[src/rtl/fgc_pkg.sv]
// shared types and constants of the foreground centroid block
package fgc_pkg;

  localparam int CHAN_W  = 8;
  localparam int SIZE_W  = 13;
  localparam int SUM_W   = 36;
  localparam int CNT_W   = 25;
  localparam int CFG_W   = 25;
  localparam int CFG_IDX_W = 2;

  localparam logic [SIZE_W-1:0] FRAME_WIDTH_RST  = 13'd640;
  localparam logic [SIZE_W-1:0] FRAME_HEIGHT_RST = 13'd480;
  localparam logic [CNT_W-1:0]  MIN_COUNT_RST    = 25'd20;
  localparam logic [CHAN_W-1:0] BACKGROUND_RST   = 8'd127;

  typedef enum logic [CFG_IDX_W-1:0] {
    CFG_FRAME_WIDTH  = 2'd0,
    CFG_FRAME_HEIGHT = 2'd1,
    CFG_MIN_COUNT    = 2'd2,
    CFG_BACKGROUND   = 2'd3
  } cfg_index_t;

  typedef struct packed {
    logic             frame_end;
    logic [SUM_W-1:0] sum_x;
    logic [SUM_W-1:0] sum_y;
    logic [CNT_W-1:0] count;
  } acc_t;

  typedef struct packed {
    logic busy;
    logic done;
  } div_stat_t;

endpackage

[src/rtl/fgc_if.sv]
// pixel and result channel interfaces
interface fgc_pix_if;
  import fgc_pkg::*;
  logic              valid;
  logic              ready;
  logic [CHAN_W-1:0] chan_a;
  logic [CHAN_W-1:0] chan_b;
  logic [CHAN_W-1:0] chan_c;
  modport source (output valid, chan_a, chan_b, chan_c, input ready);
  modport sink (input valid, chan_a, chan_b, chan_c, output ready);
endinterface

interface fgc_res_if #(parameter int COORD_BITS = 12);
  import fgc_pkg::*;
  logic                  valid;
  logic                  ready;
  logic                  found;
  logic [COORD_BITS-1:0] center_x;
  logic [COORD_BITS-1:0] center_y;
  logic [CNT_W-1:0]      pixel_count;
  modport source (output valid, found, center_x, center_y, pixel_count, input ready);
  modport sink (input valid, found, center_x, center_y, pixel_count, output ready);
endinterface

[src/rtl/fgc_accum.sv]
// raster position counters and foreground sums
module fgc_accum #(
  parameter int COORD_BITS = 12
) (
  input  logic                      clk,
  input  logic                      rst,
  input  logic                      take,
  input  logic [fgc_pkg::CHAN_W-1:0] chan_a,
  input  logic [fgc_pkg::CHAN_W-1:0] chan_b,
  input  logic [fgc_pkg::CHAN_W-1:0] chan_c,
  input  logic [fgc_pkg::SIZE_W-1:0] frame_width,
  input  logic [fgc_pkg::SIZE_W-1:0] frame_height,
  input  logic [fgc_pkg::CHAN_W-1:0] background_level,
  output fgc_pkg::acc_t             acc
);
  import fgc_pkg::*;

  localparam int SZ_W = (COORD_BITS + 1 > SIZE_W) ? COORD_BITS + 1 : SIZE_W;
  localparam logic [SZ_W-1:0] SIZE_LIM = SZ_W'(1) << COORD_BITS;

  logic [COORD_BITS-1:0] col_pos;
  logic [COORD_BITS-1:0] row_pos;
  logic [SUM_W-1:0]      sum_x;
  logic [SUM_W-1:0]      sum_y;
  logic [CNT_W-1:0]      fg_count;

  logic [SZ_W-1:0] eff_w;
  logic [SZ_W-1:0] eff_h;
  logic            fg;
  logic            row_end;
  logic            row_last;

  // zero acts as one, oversize clamps to the coordinate range
  always_comb begin
    if (frame_width == '0) begin
      eff_w = SZ_W'(1);
    end else if (SZ_W'(frame_width) > SIZE_LIM) begin
      eff_w = SIZE_LIM;
    end else begin
      eff_w = SZ_W'(frame_width);
    end
    if (frame_height == '0) begin
      eff_h = SZ_W'(1);
    end else if (SZ_W'(frame_height) > SIZE_LIM) begin
      eff_h = SIZE_LIM;
    end else begin
      eff_h = SZ_W'(frame_height);
    end
  end

  assign fg = (chan_a != background_level) || (chan_b != background_level) ||
              (chan_c != background_level);
  assign row_end  = (SZ_W'(col_pos) + SZ_W'(1)) >= eff_w;
  assign row_last = (SZ_W'(row_pos) + SZ_W'(1)) >= eff_h;

  assign acc.frame_end = row_end && row_last;
  assign acc.sum_x = sum_x + (fg ? SUM_W'(col_pos) : '0);
  assign acc.sum_y = sum_y + (fg ? SUM_W'(row_pos) : '0);
  assign acc.count = fg_count + CNT_W'(fg);

  always_ff @(posedge clk) begin
    if (rst) begin
      col_pos  <= '0;
      row_pos  <= '0;
      sum_x    <= '0;
      sum_y    <= '0;
      fg_count <= '0;
    end else if (take) begin
      if (row_end) begin
        col_pos <= '0;
        row_pos <= row_last ? '0 : row_pos + COORD_BITS'(1);
      end else begin
        col_pos <= col_pos + COORD_BITS'(1);
      end
      if (acc.frame_end) begin
        sum_x    <= '0;
        sum_y    <= '0;
        fg_count <= '0;
      end else begin
        sum_x    <= acc.sum_x;
        sum_y    <= acc.sum_y;
        fg_count <= acc.count;
      end
    end
  end

endmodule

[src/rtl/fgc_divider.sv]
// shared restoring divider, one quotient bit per cycle
module fgc_divider #(
  parameter int COORD_BITS = 12
) (
  input  logic                       clk,
  input  logic                       rst,
  input  logic                       start,
  input  logic [fgc_pkg::SUM_W-1:0]  dividend,
  input  logic [fgc_pkg::CNT_W-1:0]  divisor,
  output fgc_pkg::div_stat_t         stat,
  output logic [COORD_BITS-1:0]      quotient
);
  import fgc_pkg::*;

  localparam int STEP_W = $clog2(SUM_W + 1);

  logic [CNT_W-1:0]  rem;
  logic [SUM_W-1:0]  dvd;
  logic [CNT_W-1:0]  dsr;
  logic [STEP_W-1:0] steps;
  logic              busy;
  logic              done;

  logic [CNT_W:0] rem_sh;
  logic [CNT_W:0] diff;
  logic           ge;

  assign rem_sh = {rem, dvd[SUM_W-1]};
  assign diff   = rem_sh - {1'b0, dsr};
  assign ge     = rem_sh >= {1'b0, dsr};

  always_ff @(posedge clk) begin
    if (rst) begin
      busy  <= 1'b0;
      done  <= 1'b0;
      steps <= '0;
    end else begin
      done <= busy && (steps == STEP_W'(1));
      if (start) begin
        busy  <= 1'b1;
        steps <= STEP_W'(SUM_W);
      end else if (busy) begin
        steps <= steps - STEP_W'(1);
        if (steps == STEP_W'(1)) begin
          busy <= 1'b0;
        end
      end
    end
  end

  always_ff @(posedge clk) begin
    if (start) begin
      rem <= '0;
      dvd <= dividend;
      dsr <= divisor;
    end else if (busy) begin
      rem <= ge ? diff[CNT_W-1:0] : rem_sh[CNT_W-1:0];
      dvd <= {dvd[SUM_W-2:0], ge};
    end
  end

  assign stat.busy = busy;
  assign stat.done = done;
  assign quotient  = dvd[COORD_BITS-1:0];

endmodule

[src/rtl/foreground_centroid_core.sv]
// top level of the foreground centroid block
//
// pixels arrive on pix in raster order, one request per pixel; a pixel is
// foreground when any of its three channels differs from background_level.
// the column and row counters follow frame_width and frame_height; the last
// pixel of a frame yields one request on res with the foreground count and,
// when that count exceeds min_count, the truncated mean column and row.
// registers are written through cfg_we, cfg_index and cfg_data; the user must
// write them only while idle, the block does not enforce it. within a frame
// pix takes one pixel every cycle. after the last pixel of a frame pix drops
// ready while the shared divider finds the mean column, then the mean row,
// and while the output register loads; no division runs without a centroid.
// the result then sits in the output register and pix is ready again.
// if res stalls, a finished result waits for the output register to free
// before pix reopens. reset clears counters, sums and the output valid and
// loads the register defaults.
module foreground_centroid_core #(
  parameter int COORD_BITS = 12
) (
  input  logic                          clk,
  input  logic                          rst,
  input  logic                          cfg_we,
  input  logic [fgc_pkg::CFG_IDX_W-1:0] cfg_index,
  input  logic [fgc_pkg::CFG_W-1:0]     cfg_data,
  fgc_pix_if.sink                       pix,
  fgc_res_if.source                     res
);
  import fgc_pkg::*;

  typedef enum logic [3:0] {
    S_ACC  = 4'b0001,
    S_DIVX = 4'b0010,
    S_DIVY = 4'b0100,
    S_PUSH = 4'b1000
  } state_t;

  state_t state;
  state_t state_next;

  logic [SIZE_W-1:0] frame_width;
  logic [SIZE_W-1:0] frame_height;
  logic [CNT_W-1:0]  min_count;
  logic [CHAN_W-1:0] background_level;

  acc_t                  acc;
  div_stat_t             div_stat;
  logic                  take;
  logic                  div_start;
  logic [SUM_W-1:0]      div_dividend;
  logic [CNT_W-1:0]      div_divisor;
  logic [COORD_BITS-1:0] div_quotient;
  logic                  found_now;
  logic                  load_out;

  logic [SUM_W-1:0]      sum_y_r;
  logic [CNT_W-1:0]      cnt_r;
  logic                  found_r;
  logic [COORD_BITS-1:0] cx_r;
  logic [COORD_BITS-1:0] cy_r;

  logic                  out_valid;
  logic                  out_found;
  logic [COORD_BITS-1:0] out_cx;
  logic [COORD_BITS-1:0] out_cy;
  logic [CNT_W-1:0]      out_count;

  always_ff @(posedge clk) begin
    if (rst) begin
      frame_width      <= FRAME_WIDTH_RST;
      frame_height     <= FRAME_HEIGHT_RST;
      min_count        <= MIN_COUNT_RST;
      background_level <= BACKGROUND_RST;
    end else if (cfg_we) begin
      unique case (cfg_index_t'(cfg_index))
        CFG_FRAME_WIDTH:  frame_width      <= cfg_data[SIZE_W-1:0];
        CFG_FRAME_HEIGHT: frame_height     <= cfg_data[SIZE_W-1:0];
        CFG_MIN_COUNT:    min_count        <= cfg_data[CNT_W-1:0];
        CFG_BACKGROUND:   background_level <= cfg_data[CHAN_W-1:0];
      endcase
    end
  end

  assign pix.ready = (state == S_ACC);
  assign take      = pix.valid && pix.ready;

  fgc_accum #(.COORD_BITS(COORD_BITS)) u_accum (
    .clk              (clk),
    .rst              (rst),
    .take             (take),
    .chan_a           (pix.chan_a),
    .chan_b           (pix.chan_b),
    .chan_c           (pix.chan_c),
    .frame_width      (frame_width),
    .frame_height     (frame_height),
    .background_level (background_level),
    .acc              (acc)
  );

  assign found_now    = acc.count > min_count;
  assign div_dividend = (state == S_ACC) ? acc.sum_x : sum_y_r;
  assign div_divisor  = (state == S_ACC) ? acc.count : cnt_r;
  assign load_out     = (state == S_PUSH) && (!out_valid || res.ready);

  always_comb begin
    state_next = state;
    div_start  = 1'b0;
    unique case (state)
      S_ACC: begin
        if (take && acc.frame_end) begin
          if (found_now) begin
            div_start  = 1'b1;
            state_next = S_DIVX;
          end else begin
            state_next = S_PUSH;
          end
        end
      end
      S_DIVX: begin
        if (div_stat.done) begin
          div_start  = 1'b1;
          state_next = S_DIVY;
        end
      end
      S_DIVY: begin
        if (div_stat.done) begin
          state_next = S_PUSH;
        end
      end
      S_PUSH: begin
        if (load_out) begin
          state_next = S_ACC;
        end
      end
      default: state_next = S_ACC;
    endcase
  end

  fgc_divider #(.COORD_BITS(COORD_BITS)) u_divider (
    .clk      (clk),
    .rst      (rst),
    .start    (div_start),
    .dividend (div_dividend),
    .divisor  (div_divisor),
    .stat     (div_stat),
    .quotient (div_quotient)
  );

  always_ff @(posedge clk) begin
    if (rst) begin
      state <= S_ACC;
    end else begin
      state <= state_next;
    end
  end

  always_ff @(posedge clk) begin
    if (state == S_ACC && take && acc.frame_end) begin
      sum_y_r <= acc.sum_y;
      cnt_r   <= acc.count;
      found_r <= found_now;
      cx_r    <= '0;
      cy_r    <= '0;
    end else if (state == S_DIVX && div_stat.done) begin
      cx_r <= div_quotient;
    end else if (state == S_DIVY && div_stat.done) begin
      cy_r <= div_quotient;
    end
  end

  always_ff @(posedge clk) begin
    if (rst) begin
      out_valid <= 1'b0;
    end else if (load_out) begin
      out_valid <= 1'b1;
    end else if (res.ready) begin
      out_valid <= 1'b0;
    end
  end

  always_ff @(posedge clk) begin
    if (load_out) begin
      out_found <= found_r;
      out_cx    <= cx_r;
      out_cy    <= cy_r;
      out_count <= cnt_r;
    end
  end

  assign res.valid       = out_valid;
  assign res.found       = out_found;
  assign res.center_x    = out_cx;
  assign res.center_y    = out_cy;
  assign res.pixel_count = out_count;

endmodule

[src/flat_wrapper.sv]
// flat-port wrapper written by rule: the top's interface ports become plain ports
module foreground_centroid_core_flat import fgc_pkg::*;
#(
  parameter int COORD_BITS = 12
)
  (clk, rst, cfg_we, cfg_index, cfg_data, pix_valid, pix_chan_a, pix_chan_b, pix_chan_c, pix_ready, res_valid, res_found, res_center_x, res_center_y, res_pixel_count, res_ready);
  fgc_pix_if pix_i ();
  fgc_res_if #(.COORD_BITS(COORD_BITS)) res_i ();
  input  logic clk;
  input  logic rst;
  input  logic cfg_we;
  input  logic [fgc_pkg::CFG_IDX_W-1:0] cfg_index;
  input  logic [fgc_pkg::CFG_W-1:0] cfg_data;
  input wire logic [$bits(pix_i.valid)-1:0] pix_valid;
  input wire logic [$bits(pix_i.chan_a)-1:0] pix_chan_a;
  input wire logic [$bits(pix_i.chan_b)-1:0] pix_chan_b;
  input wire logic [$bits(pix_i.chan_c)-1:0] pix_chan_c;
  output wire logic [$bits(pix_i.ready)-1:0] pix_ready;
  output wire logic [$bits(res_i.valid)-1:0] res_valid;
  output wire logic [$bits(res_i.found)-1:0] res_found;
  output wire logic [$bits(res_i.center_x)-1:0] res_center_x;
  output wire logic [$bits(res_i.center_y)-1:0] res_center_y;
  output wire logic [$bits(res_i.pixel_count)-1:0] res_pixel_count;
  input wire logic [$bits(res_i.ready)-1:0] res_ready;
  assign pix_i.valid = pix_valid;
  assign pix_i.chan_a = pix_chan_a;
  assign pix_i.chan_b = pix_chan_b;
  assign pix_i.chan_c = pix_chan_c;
  assign pix_ready = pix_i.ready;
  assign res_valid = res_i.valid;
  assign res_found = res_i.found;
  assign res_center_x = res_i.center_x;
  assign res_center_y = res_i.center_y;
  assign res_pixel_count = res_i.pixel_count;
  assign res_i.ready = res_ready;
  foreground_centroid_core #(.COORD_BITS(COORD_BITS)) u_core (.clk(clk), .rst(rst), .cfg_we(cfg_we), .cfg_index(cfg_index), .cfg_data(cfg_data), .pix(pix_i), .res(res_i));
endmodule
[config.mk]
export PLATFORM = sky130hd
export DESIGN_NAME = foreground_centroid_core_flat
export DESIGN_NICKNAME = d
export VERILOG_FILES = /design/src/rtl/fgc_pkg.sv /design/src/rtl/fgc_if.sv /design/src/rtl/fgc_accum.sv /design/src/rtl/fgc_divider.sv /design/src/rtl/foreground_centroid_core.sv /design/src/flat_wrapper.sv
export SDC_FILE = /design/constraint.sdc
export NUM_CORES = 1
export LEC_CHECK = 0
export BUFFER_PORTS_ARGS = -buffer_cell sky130_fd_sc_hd__buf_2
export CORE_MARGIN = 5
export CORE_UTILIZATION = 30
export DETAILED_ROUTE_END_ITERATION = 8
export PLACE_DENSITY = 0.47
export SLEW_MARGIN = 30
export SYNTH_ARGS = -nofsm -noshare
export SYNTH_HDL_FRONTEND = slang
export SYNTH_SLANG_ARGS = --single-unit
[constraint.sdc]
create_clock -name clk -period 6.8 [get_ports clk]
set_input_delay 1.02 -clock clk [delete_from_list [all_inputs] [get_ports clk]]
set_output_delay 1.02 -clock clk [all_outputs]
set_load 0.05 [all_outputs]
# Yosys cells after proc, flatten, opt, wreduce, memory -nomap -nowiden
# Index checks and enable logic that the tools add are counted.
# word_totals
word_cells,117
reg_bits,415
in_bits,56
# classes
bitwise,1
eq_ne,15
mux,33
n_addsub,9
order_cmp,6
n_reduce_logical,26
# ops
cell,n
$mux W36,5
$mux W25,3
$add A36 B12 Y36,2
$mux W13,4
$mux W12,4
$add A12 B1 Y13 const B,2
$ge A13 B13 Y1,2
$ge A26 B25 Y1,1
$gt A13 B13 Y1 const B,2
$logic_not A13 Y1,2
$add A25 B1 Y25,1
$gt A25 B25 Y1,1
$sub A25 B25 Y25,1
$add A12 B1 Y12 const B,2
$ne A8 B8 Y1,3
$mux W4,5
$pmux W4 S4,1
$mux W6,2
$reduce_and A2 Y1,6
$logic_and A1 B1 Y1,9
$mux W1,8
$eq A6 B1 Y1 const B,1
$ne A2 B2 Y1 const B,3
$sub A6 B1 Y6 const B,1
15 further kinds,19

# Depth between registers and ports, before layout
# Gate-level depths: netlist of run 1.
# depth
word_depth,9
depth_mapped,28
ltp_nobuf,24

# Cells and area by module
# Synthesis of run 1 repeated with hierarchy kept, for this count alone.
# hier_totals
hier_cells,2362
hier_area_um2,22501.6
# by_module_without_submodules
module,seq_area_each_um2,cells_per_inst,n_inst,area_per_inst_um2
fgc_accum,2422.3,1208,1,9242.6
foreground_centroid_core,5124.9,643,1,7917.6
fgc_divider,2492.4,511,1,5341.4

# Least setup slack after synthesis of run 1
# Ideal clock, no wire load.
# synth_path
kind,input to register
start,input pix_chan_b[2]
end,"register u_core.u_divider.dvd[0], enable pin"
path_buffers,3
arrival_time_ns,6.514
t_required_ns,6.401
setup_slack_ns,-0.113
stages,24
cell_sequence,or3_1 a221oi_1 nand4_1 clkbuf_1 ha_1 ha_1 and3_1 and3_1 clkbuf_1 and3_1 and3_1 and3_1 nand3_1 xnor2_1 ha_1 nand4_1 nor4_1 a21bo_2 a21oi_1 a211oi_2 nor4_4 a21oi_4 buf_2 nand2b_1
# synth_rtl
element,line,rtl
from (decl),flat_wrapper.sv:16,input wire logic [$bits(pix_i.chan_b)-1:0] pix_chan_b;
to (signal assigned),fgc_divider.sv:54,dvd <= dividend;
to (signal assigned),fgc_divider.sv:58,"dvd <= {dvd[SUM_W-2:0], ge};"
to (decl),fgc_divider.sv:18,logic [SUM_W-1:0] dvd;

==> results.json, run 1 <==
{
  "status": "completed",
  "syn_area_per_cell_um2": 9.19,
  "ctsHoldBuffers": 0,
  "h-tree-depth": 2,
  "nNetsFinal": 2548,
  "power.switching_w": 0.00137,
  "leakage_nw": 9.98,
  "clock.fmax_mhz": 161,
  "reg2reg_depth": 23,
  "wire_per_inst_um": 16.9,
  "drt.antenna.violating_nets": 0,
  "die_height_um": 276,
  "synth_ff_type": "dfxtp_1",
  "tritoncts": "yes",
  "start_util": 0.302,
  "placementRows": 97,
  "ys_warn_count": 0,
  "grt_usage": 0.145,
  "power_frac_clock": 0.453,
  "path_class": "in2reg",
  "synth_nets": 2468,
  "num_vias": 16500,
  "clockBufferDepth": 3,
  "synthTopCellsByArea": "edfxtp_1 (25%), dfxtp_1 (23%), nand2_1 (6.6%)",
  "powerDensity_nw_per_um2": 233,
  "hold_path_class": "reg2reg",
  "start_kind": "primary input",
  "cts.repair.resized": 0,
  "synth_top_area_frac": 0.245,
  "min_period_over_period": 0.916,
  "slowest_delay_ns": 0.41,
  "grt_overflow": 0,
  "vias_per_cell": 4.91,
  "r2r_end": "u_core.u_divider.dvd[24]$_DFFE_PP_",
  "ys_ff_latch": 415,
  "hold_depth": 0,
  "core-area_um2": 70000,
  "totalWireLength_um": 56700,
  "drv_cap": 0,
  "drc": 0,
  "dr.pass1.iters": 5,
  "rrSetupSlack_ns": 0.75,
  "antenna_found_initial": 1,
  "root_buffer": "clkbuf_16",
  "die_x_um": 276,
  "min_to": "u_core.res.found$_DFFE_PP_",
  "path_clk_slew_ns": 0.06,
  "fin_tns_setup_ns": 0,
  "dieArea_um2": 76000,
  "syn_inst": 2303,
  "numCtsBuffers": 46,
  "r2r-start": "u_core.background_level[2]$_SDFFE_PP1P_",
  "cp_slowest_cell": "a211oi_2",
  "final_layout_size_suffix_gt1_frac": 0.113,
  "post_cts_buffers": 0,
  "clock_latency_ns": 0.59,
  "p_int_w": 0.00430,
  "synth_edf_count": 173,
  "total_power_w": 0.00567,
  "fin_util": 0.348,
  "syn2layout_area_growth_pct": 15.1,
  "drv_slew": 0,
  "num_antenna_cells": 0,
  "cp.required_ns": 7.13,
  "yosysSeqAreaShare": 0.474,
  "final_cells": 3361,
  "setup_viol": 0,
  "io_pins": 108,
  "wl_met1_um": 29400,
  "dr.max_layer_used": "met4",
  "met2WireLength_um": 23900,
  "path_common_cell": "and3_1",
  "critPathLaunch": "pix_chan_b[2]",
  "grt_pass1_wl_um": 89000,
  "dpl.hpwl_um": 40500,
  "synthArstFlopShare": 0,
  "grt_start_max_net_pins": 64,
  "yosysUniqueCellTypes": 79,
  "portBuffers": 107,
  "min_from": "u_core.found_r$_DFFE_PP_",
  "met3_length_um": 2140,
  "crit_chain": "buf_2 > or3_1 > a221oi_1 > nand4_1 > ha_1 > ha_1 > and3_1 > and3_1 > and3_1 > and3_1 > and3_1 > nand3_1 > xnor2_1 > ha_1 > a21o_1 > a21o_1 > a221oi_1 > o21ai_0 > a211oi_2 > nor4_4 > a21oi_4 > clkinv_2 > and3_1 > a221o_1",
  "worst_slew_pin_slew_ns": 0.902,
  "cp-end-kind": "flop",
  "min_period_ns": 6.23,
  "grt_pass1_vias": 15700,
  "worstPathArrival_ns": 6.56,
  "rsz0062_at_grt": "false",
  "place_inst": 3275,
  "p_sw_frac": 0.241,
  "clock_skew_ns": 0.0281,
  "cts_sinks": 415,
  "slew_headroom": 0.392,
  "worst-path-max-fanout": 15,
  "pwr-share-seq": 0.467,
  "hold_viol": 0,
  "synth_area_um2": 21200,
  "ir_drop_mv": 0.153,
  "drtIter0Drc": 953,
  "gp_congestion": 0.804,
  "combPwrFrac": 0.080,
  "yosysTopAreaCell": "edfxtp_1"
}
## area by class of cell
class | instances | area [µm²]
Clock buffer | 66 | 1350
Multi-Input combinational cell | 1695 | 10400
Tap cell | 940 | 1180
Clock inverter | 20 | 208
Sequential cell | 415 | 10000
Timing Repair Buffer | 146 | 856
Inverter | 79 | 298
Fill cell | 7246 | 45700
## state kept, by name, summed over array words and instances, names as in the netlist, 13 cells and up
register	count
u_core.sum_y_r	36
u_core.u_accum.sum_x	36
u_core.u_accum.sum_y	36
u_core.u_divider.dvd	36
u_core.cnt_r	25
u_core.min_count	25
u_core.res.pixel_count	25
u_core.u_accum.fg_count	25
u_core.u_divider.dsr	25
u_core.u_divider.rem	25
u_core.frame_height	13
u_core.frame_width	13
## logic make-up (layout without fill, tap and decap cells)
group                    count (synthesis)  in the layout  synth area share
multiplexers                            22             22            0.0105
adder cells (fa/ha/maj)                109            109            0.0655
buffers and inverters                  193            311            0.0364
flip-flops                             415            415             0.474
XOR/XNOR                               150            150            0.0620
AO/OA/AOI/OAI                          536            536             0.160
AND/OR/NAND/NOR                        878            878             0.192
## per-stage QoR
step | instance area (µm²) | setup slack [ns] | hold WS, ns
finish | 24400 | 0.573 | 0.427
global route | 24400 | 0.117 | 0.440
CTS | 24400 | 0.511 | 0.425
floorplan | 21200 | 0.287 | 0.400
detailed placement | 22800 | -0.118 | 0.410
global placement | 22800 | 0.0210 | 0.416
## critical path, delay by kind of cell
kind,cells,cell delay (ns)
adder cells (fa/ha/maj),3,0.81
buffers and inverters,2,0.34
AO/OA/AOI/OAI,8,2.01
AND/OR/NAND/NOR,10,2.15
XOR/XNOR,1,0.23
## cell usage in the layout, fill, tap and decap left out, drive strengths merged, types with 37 or more instances in the layout
| cell type | Yosys | layout |
|---|---|---|
| o21ai | 145 | 145 |
| a21o | 38 | 38 |
| nor2 | 204 | 204 |
| dfxtp | 242 | 242 |
| edfxtp | 173 | 173 |
| a21oi | 169 | 169 |
| a22oi | 38 | 38 |
| inv | 78 | 79 |
| and3 | 59 | 59 |
| xnor2 | 84 | 84 |
| nand2 | 374 | 374 |
| buf | 15 | 146 |
| clkbuf | 99 | 66 |
| ha | 106 | 106 |
| nor3 | 37 | 37 |
| xor2 | 66 | 66 |
| nand3 | 55 | 55 |
## worst max-delay path by stage
stage	end	slack, ns
final	u_core.u_divider.dvd[24]$_DFFE_PP_	0.57
after detailed placement	u_core.u_divider.steps[1]$_SDFFE_PP0P_	-0.12
after global placement	u_core.u_divider.dvd[20]$_DFFE_PP_	0.02
after CTS	u_core.u_divider.steps[1]$_SDFFE_PP0P_	0.51
after global routing	u_core.u_divider.dvd[24]$_DFFE_PP_	0.12
after floorplan	u_core.u_divider.dvd[0]$_DFFE_PP_	0.29
## power by group through the flow
| stage | Sequential, W | Combinational (W) | Clock, W |
|---|---|---|---|
| after floorplan | 0.00269 | 0.000333 | 0 |
| after global placement | 0.00270 | 0.000450 | 0 |
| after detailed placement | 0.00270 | 0.000455 | 0 |
| after CTS | 0.00265 | 0.000457 | 0.00264 |
| after global routing | 0.00265 | 0.000511 | 0.00274 |
| final | 0.00265 | 0.000454 | 0.00257 |
## cells in the mapped netlist (6+ instances only)
| master | instances |
|---|---|
| nor2_1 | 199 |
| nand3b_1 | 23 |
| edfxtp_1 | 173 |
| a31oi_1 | 13 |
| ha_1 | 106 |
| a21o_1 | 38 |
| o21ai_0 | 133 |
| a22oi_1 | 38 |
| o21bai_1 | 6 |
| a31oi_2 | 8 |
| inv_1 | 77 |
| o21ai_2 | 10 |
| o31ai_1 | 29 |
| clkbuf_1 | 99 |
| o211ai_1 | 6 |
| or2_2 | 8 |
| nor3_1 | 36 |
| a21oi_1 | 168 |
| or3_1 | 7 |
| nand3_1 | 55 |
| and3_1 | 59 |
| o21a_1 | 13 |
| a211oi_1 | 24 |
| dfxtp_1 | 242 |
| xor2_1 | 66 |
| nor4_1 | 10 |
| a221o_1 | 8 |
| nand4_1 | 22 |
| nand2_1 | 373 |
| xnor2_1 | 84 |
| nor2b_1 | 11 |
| and2_1 | 33 |
| mux2i_1 | 21 |
| nand2b_1 | 15 |
## metal layers
metal,vias up,GRT usage
met5,-,0
li1,8311,-
met1,7831,0.222
met3,71,0.0189
met2,294,0.215
met4,0,0.0387
Note: power is estimated with default switching activity, not from simulation.
==> run 2, diff against run 1 <==
--- a/config.mk
+++ b/config.mk
@@ -6,6 +6,7 @@
 export NUM_CORES = 1
 export LEC_CHECK = 0
 export BUFFER_PORTS_ARGS = -buffer_cell sky130_fd_sc_hd__buf_2
+export CORE_ASPECT_RATIO = 0.6
 export CORE_MARGIN = 5
 export CORE_UTILIZATION = 30
 export DETAILED_ROUTE_END_ITERATION = 8
==> run 2 against run 1 <==
Net effect: fmax is 1.8% lower; clock-buffer cell count shrank 10; utilization hardly changed; final cell count fell by 0.65%; non-clock buffer count is 2 higher; register-to-register slack got worse by 0.13 ns; total power shrank 1.1%; sequential power is essentially flat; clock power is 3% lower; design area fell by 0.28%; flip-flop and latch count unchanged; critical path depth did not move; critical path type unchanged; largest cell class unchanged; highest routed layer unchanged.
==> results.json, run 2 (synthesized netlist as in run 1, its figures left out) <==
{
  "min_to": "u_core.res.found$_DFFE_PP_",
  "cp-end-kind": "flop",
  "drtIter0Drc": 1337,
  "placed_area_um2": 22800,
  "h-tree-depth": 2,
  "grtUsageMet3": 0.0275,
  "p_sw_frac": 0.243,
  "totalWireLength_um": 60600,
  "r2r-start": "u_core.background_level[2]$_SDFFE_PP1P_",
  "nNetsFinal": 2546,
  "top_usage_layer": "met1",
  "status": "completed",
  "clock.fmax_mhz": 158,
  "ir_drop_mv": 0.137,
  "clock_latency_ns": 0.58,
  "numCtsBuffers": 42,
  "final_cell_mix": "nand2_1 (372), dfxtp_1 (242), nor2_1 (198)",
  "drt.antenna.violating_nets": 0,
  "grt_pass1_vias": 15600,
  "portBuffers": 107,
  "vias_per_cell": 5.03,
  "power.switching_w": 0.00136,
  "slew_headroom": 0.347,
  "final_area_um2": 24300,
  "leakage_nw": 9.95,
  "dr.pass1.iters": 5,
  "rrSetupSlack_ns": 0.62,
  "num-fill-cells": 7083,
  "wire_per_inst_um": 18.1,
  "hold_depth": 0,
  "drc": 0,
  "syn2layout_area_growth_pct": 14.8,
  "core-area_um2": 69900,
  "grt_util_met2": 0.188,
  "tritoncts": "yes",
  "power_frac_clock": 0.445,
  "min_period_over_period": 0.933,
  "final_layout_size_suffix_gt1_frac": 0.111,
  "drv_slew": 0,
  "pwr-share-seq": 0.473,
  "p_int_w": 0.00424,
  "worst_slew_pin_slew_ns": 0.977,
  "clockBufferDepth": 3,
  "io_pins": 108,
  "min_from": "u_core.found_r$_DFFE_PP_",
  "cp.required_ns": 7.13,
  "cts.repair.resized": 0,
  "reg2reg_depth": 23,
  "num_vias": 16800,
  "antenna_found_initial": 0,
  "path_class": "in2reg",
  "start_kind": "primary input",
  "min_period_ns": 6.34,
  "setup_viol": 0,
  "cts_sinks": 415,
  "gp_congestion": 0.836,
  "hold_viol": 0,
  "whs_ns": 0.428,
  "path_clk_slew_ns": 0.06,
  "worstPathArrival_ns": 6.67,
  "final_common_cell": "nand2_1",
  "grt_usage": 0.154,
  "placementRows": 75,
  "hold_path_class": "reg2reg",
  "num_antenna_cells": 0,
  "grt_pass1_wl_um": 93500,
  "worst-path-max-fanout": 24,
  "grtUsageMet1": 0.270,
  "r2r_end": "u_core.u_divider.dvd[22]$_DFFE_PP_",
  "combPwrFrac": 0.082,
  "post_cts_buffers": 0,
  "dieArea_um2": 76200,
  "multi_input_area_um2": 10400,
  "dpl.hpwl_um": 43800,
  "rsz0062_at_grt": "false",
  "ctsHoldBuffers": 0,
  "clock_skew_ns": 0.0162,
  "grt_start_max_net_pins": 81,
  "die_height_um": 216,
  "start_util": 0.303,
  "grt_overflow": 0,
  "root_buffer": "clkbuf_16",
  "die_x_um": 353,
  "powerDensity_nw_per_um2": 231,
  "seqCellArea_um2": 10000,
  "drv_cap": 0
}
run 2: cell types whose count changed in the layout (fill, tap and decap cells not counted), moves of 2 or more:
cell and change:
buf_12 +3, clkinvlp_4 -3, clkinv_4 +2, clkbuf_16 -8
bufinv_16 +4, buf_4 -2
run 2: metrics by stage:
step	utilization	setup slack (ns)	instances	TNS [ns]	power [W]
6_report	0.348	0.458	3339	0	0.00560
5_1_grt	0.348	0.0303	3339	0	0.00584
4_1_cts	0.347	0.449	3339	0	0.00568
3_5_place_dp	0.327	-0.181	3261	-1.56	0.00316
3_3_place_gp	0.327	-0.0592	3260	-0.444	0.00315
2_1_floorplan	-	0.287	2303	0	0.00302
run 2: area by class of cell:
cell class / count / area share
Clock buffer: 56 / 0.0467
Sequential cell: 415 / 0.413
Inverter: 79 / 0.0123
Clock inverter: 22 / 0.0128
Tap cell: 924 / 0.0476
Timing Repair Buffer: 148 / 0.0375
Multi-Input combinational cell: 1695 / 0.430
run 2: worst max-delay path by stage:
stage	endpoint	startpoint	slack (ns)	cells past startpoint
after floorplan	u_core.u_divider.dvd[0]$_DFFE_PP_	pix_chan_b[2]	0.29	24
after global placement	u_core.u_divider.dvd[20]$_DFFE_PP_	pix_chan_b[2]	-0.06	24
after detailed placement	u_core.u_divider.dvd[22]$_DFFE_PP_	pix_chan_b[2]	-0.18	24
after CTS	u_core.u_divider.dvd[22]$_DFFE_PP_	pix_chan_b[2]	0.45	24
after global routing	u_core.u_divider.steps[1]$_SDFFE_PP0P_	pix_chan_c[1]	0.03	25
final	u_core.u_divider.dvd[22]$_DFFE_PP_	pix_chan_b[2]	0.46	24
run 2: power groups by stage:
| stage | clock, W | sequential, W | combinational (W) |
|---|---|---|---|
| 5_1_grt | 0.00267 | 0.00265 | 0.000519 |
| 3_3_place_gp | 0 | 0.00270 | 0.000451 |
| 4_1_cts | 0.00257 | 0.00265 | 0.000459 |
| 6_report | 0.00249 | 0.00265 | 0.000461 |
| 2_1_floorplan | 0 | 0.00269 | 0.000333 |
| 3_5_place_dp | 0 | 0.00270 | 0.000457 |
run 2: metal layers:
metal | wire length, µm | vias to the layer above
li1 | - | 8297
met2 | 21300 | 419
met3 | 4040 | 53
met4 | 637 | 0
met5 | 0 | -
met1 | 34600 | 8015
run 2: worst max-delay path: stages:
cell      delay, ns
buf_2          0.10
or3_1          0.34
a221oi_1       0.30
nand4_1        0.22
ha_1           0.29
ha_1           0.24
and3_1         0.22
and3_1         0.19
and3_1         0.22
and3_1         0.23
and3_1         0.24
nand3_1        0.12
xnor2_1        0.11
ha_1           0.32
nand4_1        0.14
nor4_1         0.34
and3_1         0.22
nor2_1         0.05
a211oi_2       0.41
nor4_4         0.12
a21oi_4        0.20
clkinv_2       0.38
and3_1         0.37
a221o_1        0.27
==> run 3, diff against run 2 <==
--- a/config.mk
+++ b/config.mk
@@ -10,7 +10,7 @@
 export CORE_MARGIN = 5
 export CORE_UTILIZATION = 30
 export DETAILED_ROUTE_END_ITERATION = 8
-export PLACE_DENSITY = 0.47
+export PLACE_DENSITY = 0.46
 export SLEW_MARGIN = 30
 export SYNTH_ARGS = -nofsm -noshare
 export SYNTH_HDL_FRONTEND = slang
==> constraint.sdc (replaced) <==
create_clock -name clk -period 6.15 [get_ports clk]
set_input_delay 0.9225 -clock clk [delete_from_list [all_inputs] [get_ports clk]]
set_output_delay 0.9225 -clock clk [all_outputs]
set_load 0.05 [all_outputs]
==> run 3 against run 2 <==
Net effect: register-to-register slack got worse by 0.14 ns; sequential share of layout area fell by 0.69 points; total power rose by 12%; design area rose by 1.7%; first-iteration DRC count rose by 8.9%; worst setup slack got worse by 0.050 ns; critical path type unchanged.
==> results.json, run 3 (synthesized netlist as in run 1, its figures left out) <==
{
  "dieArea_um2": 76200,
  "cp.required_ns": 6.48,
  "status": "completed",
  "start_kind": "primary input",
  "worstPathArrival_ns": 6.08,
  "cp-end-kind": "flop",
  "r2r-start": "u_core.background_level[2]$_SDFFE_PP1P_",
  "power.switching_w": 0.00154,
  "fin_util": 0.353,
  "cpLargestDelayFamily": "simple AND/OR/NAND/NOR gates",
  "die_height_um": 216,
  "pwr-share-seq": 0.467,
  "cp_slowest_cell": "a211oi_2",
  "drc": 0,
  "drtIter0Drc": 1456,
  "final_common_cell": "nand2_1",
  "grt_overflow": 0,
  "portBuffers": 107,
  "clock_latency_ns": 0.58,
  "worst_slew_pin_slew_ns": 0.928,
  "wire_per_inst_um": 17.9,
  "core-area_um2": 69900,
  "grt_start_max_net_pins": 90,
  "dr.pass1.iters": 5,
  "io_pins": 108,
  "p_sw_frac": 0.245,
  "cts.repair.resized": 0,
  "path_class": "in2reg",
  "die_x_um": 353,
  "antenna_found_initial": 0,
  "reg2reg_depth": 25,
  "hold_depth": 0,
  "path_common_cell": "and3_1",
  "root_buffer": "clkbuf_16",
  "cts_sinks": 415,
  "power_frac_clock": 0.452,
  "start_util": 0.303,
  "slew_headroom": 0.380,
  "grt_pass1_vias": 15900,
  "min_to": "u_core.res.found$_DFFE_PP_",
  "setup_viol": 0,
  "final_layout_size_suffix_gt1_frac": 0.129,
  "hold_path_class": "reg2reg",
  "r2r_end": "u_core.u_divider.dvd[22]$_DFFE_PP_",
  "num_vias": 16800,
  "h-tree-depth": 2,
  "placementRows": 75,
  "dpl.hpwl_um": 44000,
  "drv_cap": 0,
  "path_clk_slew_ns": 0.07,
  "leakage_nw": 10.2,
  "min_period_ns": 5.74,
  "rrSetupSlack_ns": 0.48,
  "place_ws_ns": -0.260,
  "combPwrFrac": 0.081,
  "numCtsBuffers": 43,
  "drt.antenna.violating_nets": 0,
  "clock_skew_ns": 0.0321,
  "final_cell_mix": "nand2_1 (372), dfxtp_1 (242), nor2_1 (198)",
  "nNetsFinal": 2581,
  "hold_viol": 0,
  "gp_congestion": 0.850,
  "slowest_delay_ns": 0.36,
  "clockBufferDepth": 3,
  "min_period_over_period": 0.934,
  "timing.critical_path.buf_inv": 4,
  "p_int_w": 0.00473,
  "clock.fmax_mhz": 174,
  "vias_per_cell": 4.98,
  "syn2layout_area_growth_pct": 16.7,
  "fin_ws_ns": 0.407,
  "drv_slew": 0,
  "post_cts_buffers": 0,
  "rsz0062_at_grt": "false",
  "powerDensity_nw_per_um2": 254,
  "ctsHoldBuffers": 0,
  "place_inst": 3295,
  "total_power_w": 0.00627,
  "min_from": "u_core.found_r$_DFFE_PP_",
  "final_cells": 3375,
  "tritoncts": "yes",
  "totalWireLength_um": 60500,
  "grt_pass1_wl_um": 95000,
  "num_antenna_cells": 0,
  "ir_drop_mv": 0.176,
  "grt_usage": 0.156,
  "worst-path-max-fanout": 19
}
[run 3: cell types whose count changed in the layout (fill, tap and decap cells not counted), moves of 3 or more]
| cell | before | now |
|---|---|---|
| buf_4 | 36 | 66 |
| clkbuf_1 | 11 | 5 |
| buf_12 | 5 | 9 |
| clkbuf_8 | 3 | 7 |
| clkbuf_16 | 42 | 45 |
[run 3: layer usage]
metal / part of all wire / vias to the layer above / track usage
li1: - / 8369 / -
met1: 0.58 / 7985 / 0.270
met2: 0.35 / 386 / 0.191
met3: 0.060 / 65 / 0.0293
met4: 0.013 / 0 / 0.0255
met5: 0 / - / 0
[run 3: worst max-delay path by stage]
| stage | start | depth (start not counted) | end | slack (ns) |
|---|---|---|---|---|
| 4_1_cts | pix_chan_b[2] | 26 | u_core.u_divider.dvd[22]$_DFFE_PP_ | 0.35 |
| 3_5_place_dp | pix_chan_b[2] | 26 | u_core.u_divider.dvd[22]$_DFFE_PP_ | -0.26 |
| 3_3_place_gp | pix_chan_b[2] | 26 | u_core.u_divider.dvd[16]$_DFFE_PP_ | -0.19 |
| 2_1_floorplan | pix_chan_b[2] | 26 | u_core.u_divider.dvd[34]$_DFFE_PP_ | 0.01 |
| 5_1_grt | pix_chan_c[1] | 27 | u_core.u_divider.dvd[18]$_DFFE_PP_ | 0.04 |
| 6_report | pix_chan_b[2] | 26 | u_core.u_divider.dvd[22]$_DFFE_PP_ | 0.41 |
[run 3: cell type report]
| type | instances | area (µm²) |
|---|---|---|
| inverter | 79 | 298 |
| sequential | 415 | 10000 |
| multi-input combinational | 1695 | 10500 |
| tap | 924 | 1160 |
| fill | 7139 | 45200 |
| clock buffer | 57 | 1240 |
| clock inverter | 23 | 274 |
| timing repair buffer | 182 | 1220 |
[run 3: power groups by stage]
stage                     registers, W  logic (W)  clock network, W
after floorplan                0.00297   0.000369                 0
after global placement         0.00299   0.000497                 0
after detailed placement       0.00299   0.000504                 0
after CTS                      0.00293   0.000506           0.00292
after global routing           0.00293   0.000570           0.00304
final                          0.00293   0.000507           0.00283
[run 3: worst register-to-register path, delay by kind of cell, from the launching register on]
kind	cells	cell delay (ns)
XOR/XNOR	1	0.08
flip-flops	1	0.36
adder cells (fa/ha/maj)	3	0.72
AND/OR/NAND/NOR	14	2.70
AO/OA/AOI/OAI	4	1.08
buffers and inverters	3	0.48
[run 3: stage by stage]
| step | hold WS [ns] | setup TNS, ns | instance area [µm²] |
|---|---|---|---|
| after floorplan | 0.400 | 0 | 21200 |
| after global placement | 0.413 | -1.83 | 23200 |
| after detailed placement | 0.412 | -3.18 | 23200 |
| after CTS | 0.426 | 0 | 24700 |
| after global routing | 0.427 | 0 | 24700 |
| final | 0.425 | 0 | 24700 |
